**config.mk**
```make
export PLATFORM = sky130hd
export DESIGN_NAME = nonlinear_pi_valve_controller
export DESIGN_NICKNAME = d
export VERILOG_FILES = /design/src/nlpi_pkg.sv /design/src/nlpi_ctrl.sv /design/src/nlpi_datapath.sv /design/src/nonlinear_pi_valve_controller.sv
export SDC_FILE = /design/constraint.sdc
export NUM_CORES = 2
export LEC_CHECK = 0
export ABC_AREA = 1
export BUFFER_PORTS_ARGS = -buffer_cell sky130_fd_sc_hd__buf_2
export CELL_PAD_IN_SITES_DETAIL_PLACEMENT = 1
export CELL_PAD_IN_SITES_GLOBAL_PLACEMENT = 1
export CORE_MARGIN = 3
export CORE_UTILIZATION = 50
export DETAILED_ROUTE_END_ITERATION = 8
export HOLD_SLACK_MARGIN = 0.15
export PLACE_DENSITY_LB_ADDON = 0.1
export SLEW_MARGIN = 20
export SYNTH_ARGS = -nofsm -noshare
export SYNTH_HDL_FRONTEND = slang
export SYNTH_SLANG_ARGS = --single-unit
```
**constraint.sdc**
```tcl
create_clock -name clk_i -period 16.6 [get_ports clk_i]
set_input_delay 4.15 -clock clk_i [delete_from_list [all_inputs] [get_ports clk_i]]
set_output_delay 4.15 -clock clk_i [all_outputs]
set_load 0.05 [all_outputs]
```
**src/nlpi_pkg.sv**
```systemverilog
// Package for the nonlinear PI valve controller.
// Holds the shared constants, the datapath command codes and the command and status structs.
package nlpi_pkg;

  localparam int ErrLimit     = 1200;
  localparam int ErrTolerance = 5;
  localparam int BlockTicks   = 8;
  localparam int CreditExpiry = 20;
  localparam int SumScale     = 3276800;
  localparam int DivBits      = 22;
  localparam int RecipWeight  = 3277;
  localparam int RecipShift   = 16;

  localparam logic [2:0] RegPropGain  = 3'd0;
  localparam logic [2:0] RegCubicGain = 3'd1;
  localparam logic [2:0] RegIntGain   = 3'd2;
  localparam logic [2:0] RegValveUp   = 3'd3;
  localparam logic [2:0] RegValveLow  = 3'd4;
  localparam logic [2:0] RegValveMid  = 3'd5;
  localparam logic [2:0] RegRoundHyst = 3'd6;
  localparam logic [2:0] RegCreditMax = 3'd7;

  typedef enum logic [3:0] {
    OpNone  = 4'd0,
    OpLoad  = 4'd1,
    OpQuot  = 4'd2,
    OpUpd   = 4'd3,
    OpDiv   = 4'd4,
    OpClamp = 4'd5,
    OpMul1  = 4'd6,
    OpMul2  = 4'd7,
    OpMul3  = 4'd8,
    OpMul4  = 4'd9,
    OpSum   = 4'd10,
    OpOut   = 4'd11
  } nlpi_op_e;

  typedef struct packed {
    nlpi_op_e op;
    logic     div_first;
  } nlpi_cmd_t;

  typedef struct packed {
    logic out_valid;
  } nlpi_status_t;

endpackage

```
**src/nlpi_ctrl.sv**
```systemverilog
// Sequencer of the nonlinear PI valve controller.
// Steps the datapath through one item; uses nlpi_pkg.
module nlpi_ctrl (
  input  logic                  clk_i,
  input  logic                  rst_ni,
  input  logic                  in_valid_i,
  output logic                  in_ready_o,
  input  logic                  out_ready_i,
  input  nlpi_pkg::nlpi_status_t status_i,
  output nlpi_pkg::nlpi_cmd_t    cmd_o
);
  import nlpi_pkg::*;

  typedef enum logic [10:0] {
    StIdle  = 11'b00000000001,
    StQuot  = 11'b00000000010,
    StUpd   = 11'b00000000100,
    StDiv   = 11'b00000001000,
    StClamp = 11'b00000010000,
    StMul1  = 11'b00000100000,
    StMul2  = 11'b00001000000,
    StMul3  = 11'b00010000000,
    StMul4  = 11'b00100000000,
    StSum   = 11'b01000000000,
    StOut   = 11'b10000000000
  } state_e;

  state_e     state_q, state_d;
  logic [4:0] cnt_q, cnt_d;

  assign in_ready_o = (state_q == StIdle);

  always_comb begin
    state_d = state_q;
    cnt_d   = cnt_q;
    cmd_o   = '{op: OpNone, div_first: 1'b0};
    unique case (state_q)
      StIdle: begin
        if (in_valid_i) begin
          cmd_o.op = OpLoad;
          state_d  = StQuot;
        end
      end
      StQuot: begin
        cmd_o.op = OpQuot;
        state_d  = StUpd;
      end
      StUpd: begin
        cmd_o.op = OpUpd;
        cnt_d    = '0;
        state_d  = StDiv;
      end
      StDiv: begin
        cmd_o.op        = OpDiv;
        cmd_o.div_first = (cnt_q == '0);
        cnt_d           = cnt_q + 5'd1;
        if (cnt_q == 5'(DivBits - 1)) begin
          state_d = StClamp;
        end
      end
      StClamp: begin
        cmd_o.op = OpClamp;
        state_d  = StMul1;
      end
      StMul1: begin
        cmd_o.op = OpMul1;
        state_d  = StMul2;
      end
      StMul2: begin
        cmd_o.op = OpMul2;
        state_d  = StMul3;
      end
      StMul3: begin
        cmd_o.op = OpMul3;
        state_d  = StMul4;
      end
      StMul4: begin
        cmd_o.op = OpMul4;
        state_d  = StSum;
      end
      StSum: begin
        cmd_o.op = OpSum;
        state_d  = StOut;
      end
      StOut: begin
        if (!status_i.out_valid || out_ready_i) begin
          cmd_o.op = OpOut;
          state_d  = StIdle;
        end
      end
      default: state_d = StIdle;
    endcase
  end

  always_ff @(posedge clk_i or negedge rst_ni) begin
    if (!rst_ni) begin
      state_q <= StIdle;
      cnt_q   <= '0;
    end else begin
      state_q <= state_d;
      cnt_q   <= cnt_d;
    end
  end

endmodule

```
**src/nlpi_datapath.sv**
```systemverilog
// Datapath of the nonlinear PI valve controller: registers, integrator state,
// shared multiply steps, the limit divider and the output register; uses nlpi_pkg.
module nlpi_datapath (
  input  logic                  clk_i,
  input  logic                  rst_ni,
  input  logic                  cfg_we_i,
  input  logic [2:0]            cfg_idx_i,
  input  logic [7:0]            cfg_data_i,
  input  logic [39:0]           in_data_i,
  input  logic                  in_flag_i,
  input  nlpi_pkg::nlpi_cmd_t    cmd_i,
  output nlpi_pkg::nlpi_status_t status_o,
  output logic                  out_valid_o,
  input  logic                  out_ready_i,
  output logic [7:0]            out_data_o
);
  import nlpi_pkg::*;

  logic [7:0] prop_q, cubic_q, igain_q, vup_q, vlow_q, vmid_q;
  logic [6:0] hyst_q, cmax_q;

  logic signed [31:0] es_q, es_d;
  logic               pneg_q, pneg_d;
  logic [10:0]        pae_q, pae_d, p2ae_q, p2ae_d;
  logic signed [8:0]  cred_q, cred_d;
  logic [7:0]         ctim_q, ctim_d, blk_q, blk_d;
  logic [15:0]        cae_q, cae_d;
  logic signed [31:0] ces_q, ces_d;

  logic signed [11:0] e_q;
  logic [10:0]        ae_q;
  logic               neg_q, chg_q;
  logic [7:0]         old_q;
  logic [5:0]         quo_q;
  logic [21:0]        dvd_q, lim_q;
  logic [8:0]         rem_q;
  logic [20:0]        sq_q;
  logic [21:0]        cub_q;
  logic signed [39:0] p1_q, p2_q, pi_q;
  logic               ov_q;
  logic [7:0]         od_q;

  // Input difference and clamp.
  logic signed [16:0] diff;
  logic signed [11:0] e_c;
  always_comb begin
    diff = 17'(signed'(in_data_i[15:0])) - 17'(signed'(in_data_i[31:16]));
    if (diff > 17'sd1200)       e_c = 12'sd1200;
    else if (diff < -17'sd1200) e_c = -12'sd1200;
    else                        e_c = diff[11:0];
  end

  // Integrator state update.
  logic [21:0]        qprod;
  logic signed [33:0] isum;
  logic signed [31:0] es_int;
  logic               room;
  logic [17:0]        thr;
  always_comb begin
    qprod = 22'(ae_q) * 22'(RecipWeight);
    isum  = 34'(es_q) + 34'(signed'({e_q, 3'b000}));
    if (isum > 34'sh07fffffff)       es_int = 32'sh7fffffff;
    else if (isum < -34'sh080000000) es_int = 32'sh80000000;
    else                             es_int = isum[31:0];
    room = neg_q ? (old_q > vlow_q) : (old_q < vup_q);
    es_d   = es_q;
    pneg_d = pneg_q;
    pae_d  = pae_q;
    p2ae_d = p2ae_q;
    cred_d = cred_q;
    ctim_d = ctim_q;
    blk_d  = blk_q;
    cae_d  = cae_q;
    ces_d  = ces_q;
    thr    = (18'(cae_q) * 18'd3) >> 2;
    if (chg_q) begin
      cred_d = 9'(cmax_q);
      ctim_d = 8'(CreditExpiry);
      blk_d  = 8'(BlockTicks);
      if (18'(pae_q) >= thr && pae_q > 11'(2 * ErrTolerance)) begin
        es_d = ces_q;
      end
      cae_d = 16'(ae_q);
      ces_d = es_d;
    end else begin
      if (blk_q == '0) begin
        if (ctim_q != '0) ctim_d = ctim_q - 8'd1;
        else              cred_d = '0;
        if (room) begin
          if (pneg_q != neg_q || (ae_q == p2ae_q && ae_q <= 11'(ErrTolerance))) begin
            cred_d = 9'(cmax_q);
            ctim_d = 8'(CreditExpiry);
            es_d   = es_int;
          end else if (cred_d > 9'sd0 && ae_q >= p2ae_q) begin
            cred_d = cred_d - 9'(quo_q) - 9'sd1;
            if (cred_d < -9'sd128) cred_d = -9'sd128;
            es_d = es_int;
          end
        end
        if (cred_d <= 9'sd0) begin
          if (18'(ae_q) >= thr && ae_q > 11'(2 * ErrTolerance)) begin
            es_d = ces_q;
          end
          cae_d = 16'hffff;
        end
      end else begin
        blk_d = blk_q - 8'd1;
      end
      p2ae_d = pae_q;
      pae_d  = ae_q;
      pneg_d = neg_q;
    end
  end

  // Restoring divider step for the sum limit.
  logic [21:0] dvd_cur, lim_cur;
  logic [8:0]  rem_cur, rem_sh;
  always_comb begin
    dvd_cur = cmd_i.div_first ? 22'(SumScale) : dvd_q;
    rem_cur = cmd_i.div_first ? '0 : rem_q;
    lim_cur = cmd_i.div_first ? '0 : lim_q;
    rem_sh  = {rem_cur[7:0], dvd_cur[21]};
  end

  // Output scaling and rounding.
  logic signed [31:0] pis;
  logic [17:0]        pr;
  logic [7:0]         res;
  always_comb begin
    pis = pi_q[39:8];
    pr  = 18'(pis[16:0]) + 18'd128;
    res = vlow_q;
    if (pi_q < 40'sd0) begin
      res = vlow_q;
    end else if (pis > 32'(signed'({1'b0, vup_q, 8'h00}))) begin
      res = vup_q;
    end else begin
      if (pis[16:8] >= 9'(old_q)) pr = pr - 18'(hyst_q);
      else                         pr = pr + 18'(hyst_q);
      res = (pr[15:8] < vlow_q) ? vlow_q : pr[15:8];
    end
  end

  always_ff @(posedge clk_i or negedge rst_ni) begin
    if (!rst_ni) begin
      prop_q  <= 8'd13;
      cubic_q <= 8'd23;
      igain_q <= 8'd8;
      vup_q   <= 8'd80;
      vlow_q  <= 8'd0;
      vmid_q  <= 8'd30;
      hyst_q  <= 7'd24;
      cmax_q  <= 7'd60;
      es_q    <= '0;
      pneg_q  <= 1'b0;
      pae_q   <= '0;
      p2ae_q  <= '0;
      cred_q  <= '0;
      ctim_q  <= '0;
      blk_q   <= '0;
      cae_q   <= '0;
      ces_q   <= '0;
      ov_q    <= 1'b0;
    end else begin
      if (cfg_we_i) begin
        unique case (cfg_idx_i)
          RegPropGain:  prop_q  <= cfg_data_i;
          RegCubicGain: cubic_q <= cfg_data_i;
          RegIntGain:   igain_q <= cfg_data_i;
          RegValveUp:   vup_q   <= cfg_data_i;
          RegValveLow:  vlow_q  <= cfg_data_i;
          RegValveMid:  vmid_q  <= cfg_data_i;
          RegRoundHyst: hyst_q  <= cfg_data_i[6:0];
          RegCreditMax: cmax_q  <= cfg_data_i[6:0];
          default: ;
        endcase
      end
      if (cmd_i.op == OpUpd) begin
        es_q   <= es_d;
        pneg_q <= pneg_d;
        pae_q  <= pae_d;
        p2ae_q <= p2ae_d;
        cred_q <= cred_d;
        ctim_q <= ctim_d;
        blk_q  <= blk_d;
        cae_q  <= cae_d;
        ces_q  <= ces_d;
      end
      if (cmd_i.op == OpClamp && igain_q != '0) begin
        if (es_q > 32'(signed'({1'b0, lim_q}))) begin
          es_q <= 32'(signed'({1'b0, lim_q}));
        end else if (es_q < -32'(signed'({1'b0, lim_q}))) begin
          es_q <= -32'(signed'({1'b0, lim_q}));
        end
      end
      if (cmd_i.op == OpOut) ov_q <= 1'b1;
      else if (out_ready_i)  ov_q <= 1'b0;
    end
  end

  always_ff @(posedge clk_i) begin
    case (cmd_i.op)
      OpLoad: begin
        e_q   <= e_c;
        ae_q  <= e_c[11] ? 11'(-e_c) : e_c[10:0];
        neg_q <= e_c[11];
        old_q <= in_data_i[39:32];
        chg_q <= in_flag_i;
      end
      OpQuot: quo_q <= qprod[RecipShift+5:RecipShift];
      OpDiv: begin
        dvd_q <= {dvd_cur[20:0], 1'b0};
        if (rem_sh >= 9'(igain_q)) begin
          rem_q <= rem_sh - 9'(igain_q);
          lim_q <= {lim_cur[20:0], 1'b1};
        end else begin
          rem_q <= rem_sh;
          lim_q <= {lim_cur[20:0], 1'b0};
        end
      end
      OpMul1: sq_q <= 21'(24'(e_q) * 24'(e_q));
      OpMul2: cub_q <= 22'((29'(sq_q) * 29'(cubic_q)) >> 8) + 22'({prop_q, 8'h00});
      OpMul3: p1_q <= 40'(signed'({1'b0, cub_q})) * 40'(e_q);
      OpMul4: p2_q <= 40'(signed'({1'b0, igain_q})) * 40'(es_q);
      OpSum:  pi_q <= p1_q + p2_q + 40'(signed'({1'b0, vmid_q, 16'h0000}));
      OpOut:  od_q <= res;
      default: ;
    endcase
  end

  assign status_o.out_valid = ov_q;
  assign out_valid_o        = ov_q;
  assign out_data_o         = od_q;

endmodule

```
**src/nonlinear_pi_valve_controller.sv**
```systemverilog
// Top level of the nonlinear PI valve controller.
// Joins the sequencer nlpi_ctrl and the datapath nlpi_datapath; uses nlpi_pkg.
//
// One input item per control tick on the slave stream: tdata carries the set
// point, the measured temperature and the previous valve position, tuser the
// target-changed flag. Each item gives exactly one result item, the new valve
// position, on the master stream.
// The result is offered after these steps in order: the quotient, the state
// update, the bit-serial divider that forms the integrator limit, the sum
// clamp, four multiply steps, the final sum, and rounding into the output
// register.
// A new item is accepted only while the sequencer is idle, from the cycle
// after the result is loaded, so no item is taken before the last is finished.
// The output register holds a finished result while the receiver stalls; the
// next item is still accepted and is finished up to its final step.
// Reset clears the controller state and loads the register defaults. The
// configuration port writes one register per cycle, with no read-back.
module nonlinear_pi_valve_controller (
  input  logic        clk_i,
  input  logic        rst_ni,
  input  logic        cfg_we_i,
  input  logic [2:0]  cfg_idx_i,
  input  logic [7:0]  cfg_data_i,
  input  logic        s_axis_tvalid,
  output logic        s_axis_tready,
  // set_point [15:0], process_value [31:16], prev_valve [39:32]
  input  logic [39:0] s_axis_tdata,
  // target_changed [0]
  input  logic        s_axis_tuser,
  output logic        m_axis_tvalid,
  input  logic        m_axis_tready,
  // valve [7:0]
  output logic [7:0]  m_axis_tdata
);
  import nlpi_pkg::*;

  nlpi_cmd_t    cmd;
  nlpi_status_t status;

  nlpi_ctrl u_ctrl (
    .clk_i       (clk_i),
    .rst_ni      (rst_ni),
    .in_valid_i  (s_axis_tvalid),
    .in_ready_o  (s_axis_tready),
    .out_ready_i (m_axis_tready),
    .status_i    (status),
    .cmd_o       (cmd)
  );

  nlpi_datapath u_datapath (
    .clk_i       (clk_i),
    .rst_ni      (rst_ni),
    .cfg_we_i    (cfg_we_i),
    .cfg_idx_i   (cfg_idx_i),
    .cfg_data_i  (cfg_data_i),
    .in_data_i   (s_axis_tdata),
    .in_flag_i   (s_axis_tuser),
    .cmd_i       (cmd),
    .status_o    (status),
    .out_valid_o (m_axis_tvalid),
    .out_ready_i (m_axis_tready),
    .out_data_o  (m_axis_tdata)
  );

endmodule

```
# Word level (Yosys, flattened, before mapping)
# Index checks and enable logic that the tools add are counted.
# W data, S select, Z words.
word_totals:
  regBits: 451
  out_inout_bits: 10
  wordCells: 208
classes:
  add_sub_neg: 16
  multipliers: 6
  order_cmp: 22
  eq_ne: 36
  muxes: 61
  bitwise: 1
  n_reduce_logical: 31
ops:
  columns: ["operator", "count"]
  rows:
  - ["$mux W32", 14]
  - ["$pmux W11 S11", 1]
  - ["$mux W9", 11]
  - ["$mux W16", 6]
  - ["$mux W8", 12]
  - ["$mux W11", 4]
  - ["$pmux W4 S11", 1]
  - ["$add A40 B25 Y40", 1]
  - ["$add A40 B40 Y40", 1]
  - ["$lt A40 B1 Y1 const B", 1]
  - ["$mul A9 B32 Y40", 1]
  - ["$mul A23 B12 Y35", 1]
  - ["$gt A34 B32 Y1 const B", 1]
  - ["$lt A34 B32 Y1 const B", 1]
  - ["$add A32 B15 Y33", 1]
  - ["$ge A11 B16 Y1", 2]
  - ["$gt A32 B17 Y1", 1]
  - ["$gt A32 B23 Y1", 1]
  - ["$lt A32 B32 Y1", 1]
  - ["$neg A22 Y32", 1]
  - ["$mul A21 B8 Y29", 1]
  - ["$mux W12", 2]
  - ["$reduce_and A2 Y1", 12]
  - ["$add A21 B16 Y22", 1]
  - ["62 further kinds", 94]

# Longest topological paths before layout
logic_depth:
  ltp_word: 21
  depth_mapped: 35

# Hierarchy
# From an unflattened synthesis, not the netlist that was laid out.
unflattened:
  cells_unflattened: 7084
  hier_area_um2: 57426.3
modules_own_cells:
  columns: ["module", "n_inst", "cells_each", "area_each_um2"]
  rows:
  - ["nlpi_datapath", 1, 6961, 56436.6]
  - ["nlpi_ctrl", 1, 123, 989.7]

# Worst setup path after synthesis
# Ideal clock, no wire load.
synth_path:
  path_type: "input port to flip-flop"
  start: "in s_axis_tdata[0]"
  end: "reg u_datapath.ae_q[10], data pin"
  t_arrival_ps: 6855
  required_time_ps: 16351
  setup_slack_ps: 9495
  stages: 26
  n_path_buf: 0
  path_cell_list: "inv_1 > ha_1 > inv_1 > fa_1 > nand3_1 > nand3_1 > nand2_1 > nand2_2 > nand2_2 > nand3_1 > nand2_2 > nand2_1 > nor2_1 > nand3_1 > nand2_1 > nand3_2 > nand2_2 > nor2_1 > inv_1 > ha_1 > a21boi_1 > nand3_2 > o21ai_2 > nand3_1 > nand2_1 > inv_1"
synth_between:
  elab_chain_len: 6
  word_cells_on_any_way: 7
synth_lines:
  columns: ["item", "line", "rtl"]
  rows:
  - ["start, declared", "nonlinear_pi_valve_controller.sv:27", "input logic [39:0] s_axis_tdata,"]
  - ["$sub A16 B16 Y17 (*)", "nlpi_datapath.sv:47", "diff = 17'(signed'(in_data_i[15:0])) - 17'(signed'(in_data_i[31:16]));"]
  - ["$lt A17 B12 Y1", "nlpi_datapath.sv:49", "else if (diff < -17'sd1200) e_c = -12'sd1200;"]
  - ["$mux W12", "nlpi_datapath.sv:49", null]
  - ["$mux W12 (*)", "nlpi_datapath.sv:48", "if (diff > 17'sd1200) e_c = 12'sd1200;"]
  - ["via u_datapath.e_c[0]", "nlpi_datapath.sv:45", "logic signed [11:0] e_c;"]
  - ["$neg A11 Y11 (*)", "nlpi_datapath.sv:205", "ae_q <= e_c[11] ? 11'(-e_c) : e_c[10:0];"]
  - ["$mux W11 (*)", "nlpi_datapath.sv:205", null]
  - ["end signal, assigned", "nlpi_datapath.sv:205", null]
  - ["end, declared", "nlpi_datapath.sv:31", "logic [10:0] ae_q;"]
# Mark *: on every way through the listed nets, which the timed path passes. The rest lies on a longest branch.
# A chain may end at the register's enable or synchronous reset.

# Worst setup path after layout
layout_path:
  start: "reg u_datapath.cubic_q[6]"
  end: "reg u_datapath.cub_q[20], data pin"
layout_between:
  elab_chain_len: 2
layout_lines:
  columns: ["item", "line", "rtl"]
  rows:
  - ["start, declared", "nlpi_datapath.sv:19", "logic [7:0] prop_q, cubic_q, igain_q, vup_q, vlow_q, vmid_q;"]
  - ["start signal, assigned", "nlpi_datapath.sv:168", "RegCubicGain: cubic_q <= cfg_data_i;"]
  - ["$mul A21 B8 Y29", "nlpi_datapath.sv:222", "OpMul2: cub_q <= 22'((29'(sq_q) * 29'(cubic_q)) >> 8) + 22'({prop_q, 8'h00});"]
  - ["$add A21 B16 Y22", "nlpi_datapath.sv:222", null]
  - ["end signal, assigned", "nlpi_datapath.sv:222", null]
  - ["end, declared", "nlpi_datapath.sv:38", "logic [21:0] cub_q;"]
# No other way between the ends.

==> reports/metrics.yaml <==
max_cap_violations: 0
max_stage_delay_ps: 980
synthTopCellsByCount: "inv_1 (1698), nand2_1 (1661), fa_1 (658), ha_1 (637), a21oi_1 (410)"
viasPerCell: 5.40
ys_ff_latch: 431
antenna_found_initial: 4
fin_crit_ps: 7530
synth_area_leader_cell: "fa_1"
crit_required_ps: 16990
hold_viol: 0
ys.flop_type: "edfxtp_1"
rsz0062_at_grt: "false"
fmax_ghz: 0.133
postCtsSetupRepairBufs: 0
drc_errors: 0
h-tree-depth: 2
die_h_um: 346
worst_path_max_delay_cell: "dfrtp_1"
nFillCells: 14200
routedWlPerCell_um: 19.7
grt_max_degree: 99
fin_nets: 8607
hold_path.class: "register to register"
clk_root_buffer_cell: "clkbuf_16"
clkLatencyLatePin_ps: 670
grt_first_pass_wirelength_um: 279000
synthTopCellsByArea: "fa_1 (23%), ha_1 (14%), edfxtp_1 (12%)"
die_w_um: 346
drt-pass1-iter-count: 7
syn-instance-count: 7307
area_delta_synth_final_pct: 6.40
critPathCapture: "u_datapath.cub_q[20]"
setup_violations: 0
yosysMostFrequentCell: "inv_1"
r2r_end: "u_datapath.cub_q[20]"
dieArea_mm2: 0.120
start_util_pct: 50.5
clock_skew_ps: 29.2
critPathLaunch: "u_datapath.cubic_q[6]"
final.setup.tns_ps: 0
drv_slew: 0
clk_pin_slew_ps: 60
status: "finished clean"
layout-drive-gt1-share_pct: 4.62
synth-edff-count: 228
yosys_warnings: 0
critical_path_class: "register to register"
reg2reg_slack_ps: 9080
rows: 124
syn_area_per_cell_um2: 7.93
drt_wl_total_um: 174000
yosysTopAreaCellShare_pct: 22.7
worst-path-max-fanout: 21
ant_nets: 0
cts_made_buffers: 55
cts_resized: 0
end_kind: "register"
cts_hold_buf: 0
r2r_start: "u_datapath.cubic_q[6]"
async_flop_share_pct: 47.1
setup.worst_path.start_class: "register"
ys_seq_area_share_pct: 20.6
slew_headroom_pct: 21.0
gp_congestion: 0.898
worst_slew_pin_slew_ps: 1180
clockBufferDepth: 3
worstPathArrival_ps: 7920
dp_hpwl_um: 136000
syn_area_mm2: 0.0579
synth.distinct_cells: 66
grt-ovfl-total: 0
io_buffers: 66
grt_pass1_vias: 52400
num_vias: 47600
worstRegToRegCells: 30
drtIter0Drc: 2817
cts.sinks: 431
io_pins: 67
cts_tree: "done"
grt_usage_pct: 29.1
period_share_pct: 45.3
core-area_mm2: 0.115
-- flip-flops by register name, summed over array words and instances (netlist names), 12 cells and up --
register / flops
u_datapath.sq_q: 20
u_datapath.es_q: 32
u_datapath.p2_q: 40
u_datapath.ces_q: 32
u_datapath.lim_q: 22
u_datapath.cub_q: 22
u_datapath.p1_q: 35
u_datapath.cae_q: 12
u_datapath.pi_q: 32
-- critical path: cells and delay by family (launching register included) --
kind	cells	cell delay [ps]
AND/OR/NAND/NOR	6	700
flip-flops	1	980
buffers and inverters	6	530
AO/OA/AOI/OAI	10	1830
adder cells (fa/ha/maj)	6	2850
XOR/XNOR	2	370
-- routing by layer --
layer | track usage, % | vias up | routed length (um)
li1 | - | 22400 | -
met2 | 50.9 | 844 | 85300
met4 | 9.90 | 2 | 6110
met1 | 37.5 | 24100 | 75200
met3 | 3.12 | 240 | 6950
met5 | 0 | - | 13
-- kinds of logic after synthesis --
kind of cell | Yosys count | share of synthesized area, %
AND/OR/NAND/NOR | 2405 | 17.0
buffers and inverters | 1950 | 12.8
adder cells (fa/ha/maj) | 1295 | 36.5
AO/OA/AOI/OAI | 955 | 9.04
flip-flops | 431 | 20.6
XOR/XNOR | 266 | 4.03
multiplexers | 3 | 0.0540
other | 2 | 0.0130
-- area by class of cell --
type | count | area [um2] | share of cell area [%]
clock inverter | 23 | 287 | 0.465
timing repair buffer | 130 | 821 | 1.33
inverter | 1710 | 6420 | 10.4
sequential | 431 | 12000 | 19.4
tap | 1512 | 1890 | 3.07
antenna | 2 | 5.00 | 0.00812
clock buffer | 81 | 1640 | 2.66
multi-input combinational | 4927 | 38600 | 62.7
-- worst min path at each step --
stage | start | to | slack, ps | cells after the start
2_1_floorplan | u_datapath.p2ae_q[2] | u_datapath.p2ae_q[2] | 450 | 2
4_1_cts | u_datapath.vup_q[7] | u_datapath.vup_q[7] | 490 | 2
5_1_grt | u_datapath.blk_q[5] | u_datapath.blk_q[5] | 520 | 1
3_3_place_gp | u_datapath.vup_q[7] | u_datapath.vup_q[7] | 470 | 2
6_report | u_datapath.vup_q[3] | u_datapath.vup_q[3] | 490 | 2
3_5_place_dp | u_datapath.vup_q[7] | u_datapath.vup_q[7] | 470 | 2
-- through the flow --
step	util [%]	area (um2)	worst slack (ps)	hold slack, ps	std cells
final	53.8	61700	9080	485	8816
after floorplan	-	57900	9500	453	7308
after CTS	53.8	61600	9060	487	8814
after detailed placement	52.1	59700	8740	473	8710
after global placement	52.1	59700	8760	467	8710
after global routing	53.8	61700	8410	518	8815
-- cells in the final DEF (no fill, tap or decap), types with 60 or more instances in the layout --
master and count:
xor2_1 176, inv_1 1697, buf_4 64, dfrtp_1 180, clkbuf_16 60, o21ai_0 340
nor2_1 319, edfxtp_1 228, fa_1 658, buf_2 65, nand3_1 221, xnor2_1 89
nand2_1 1661, a21oi_1 410, ha_1 637
Power is left out: the tool's default activity adds up to more than one toggle a clock period on the data nets, which glitch-free logic cannot reach.
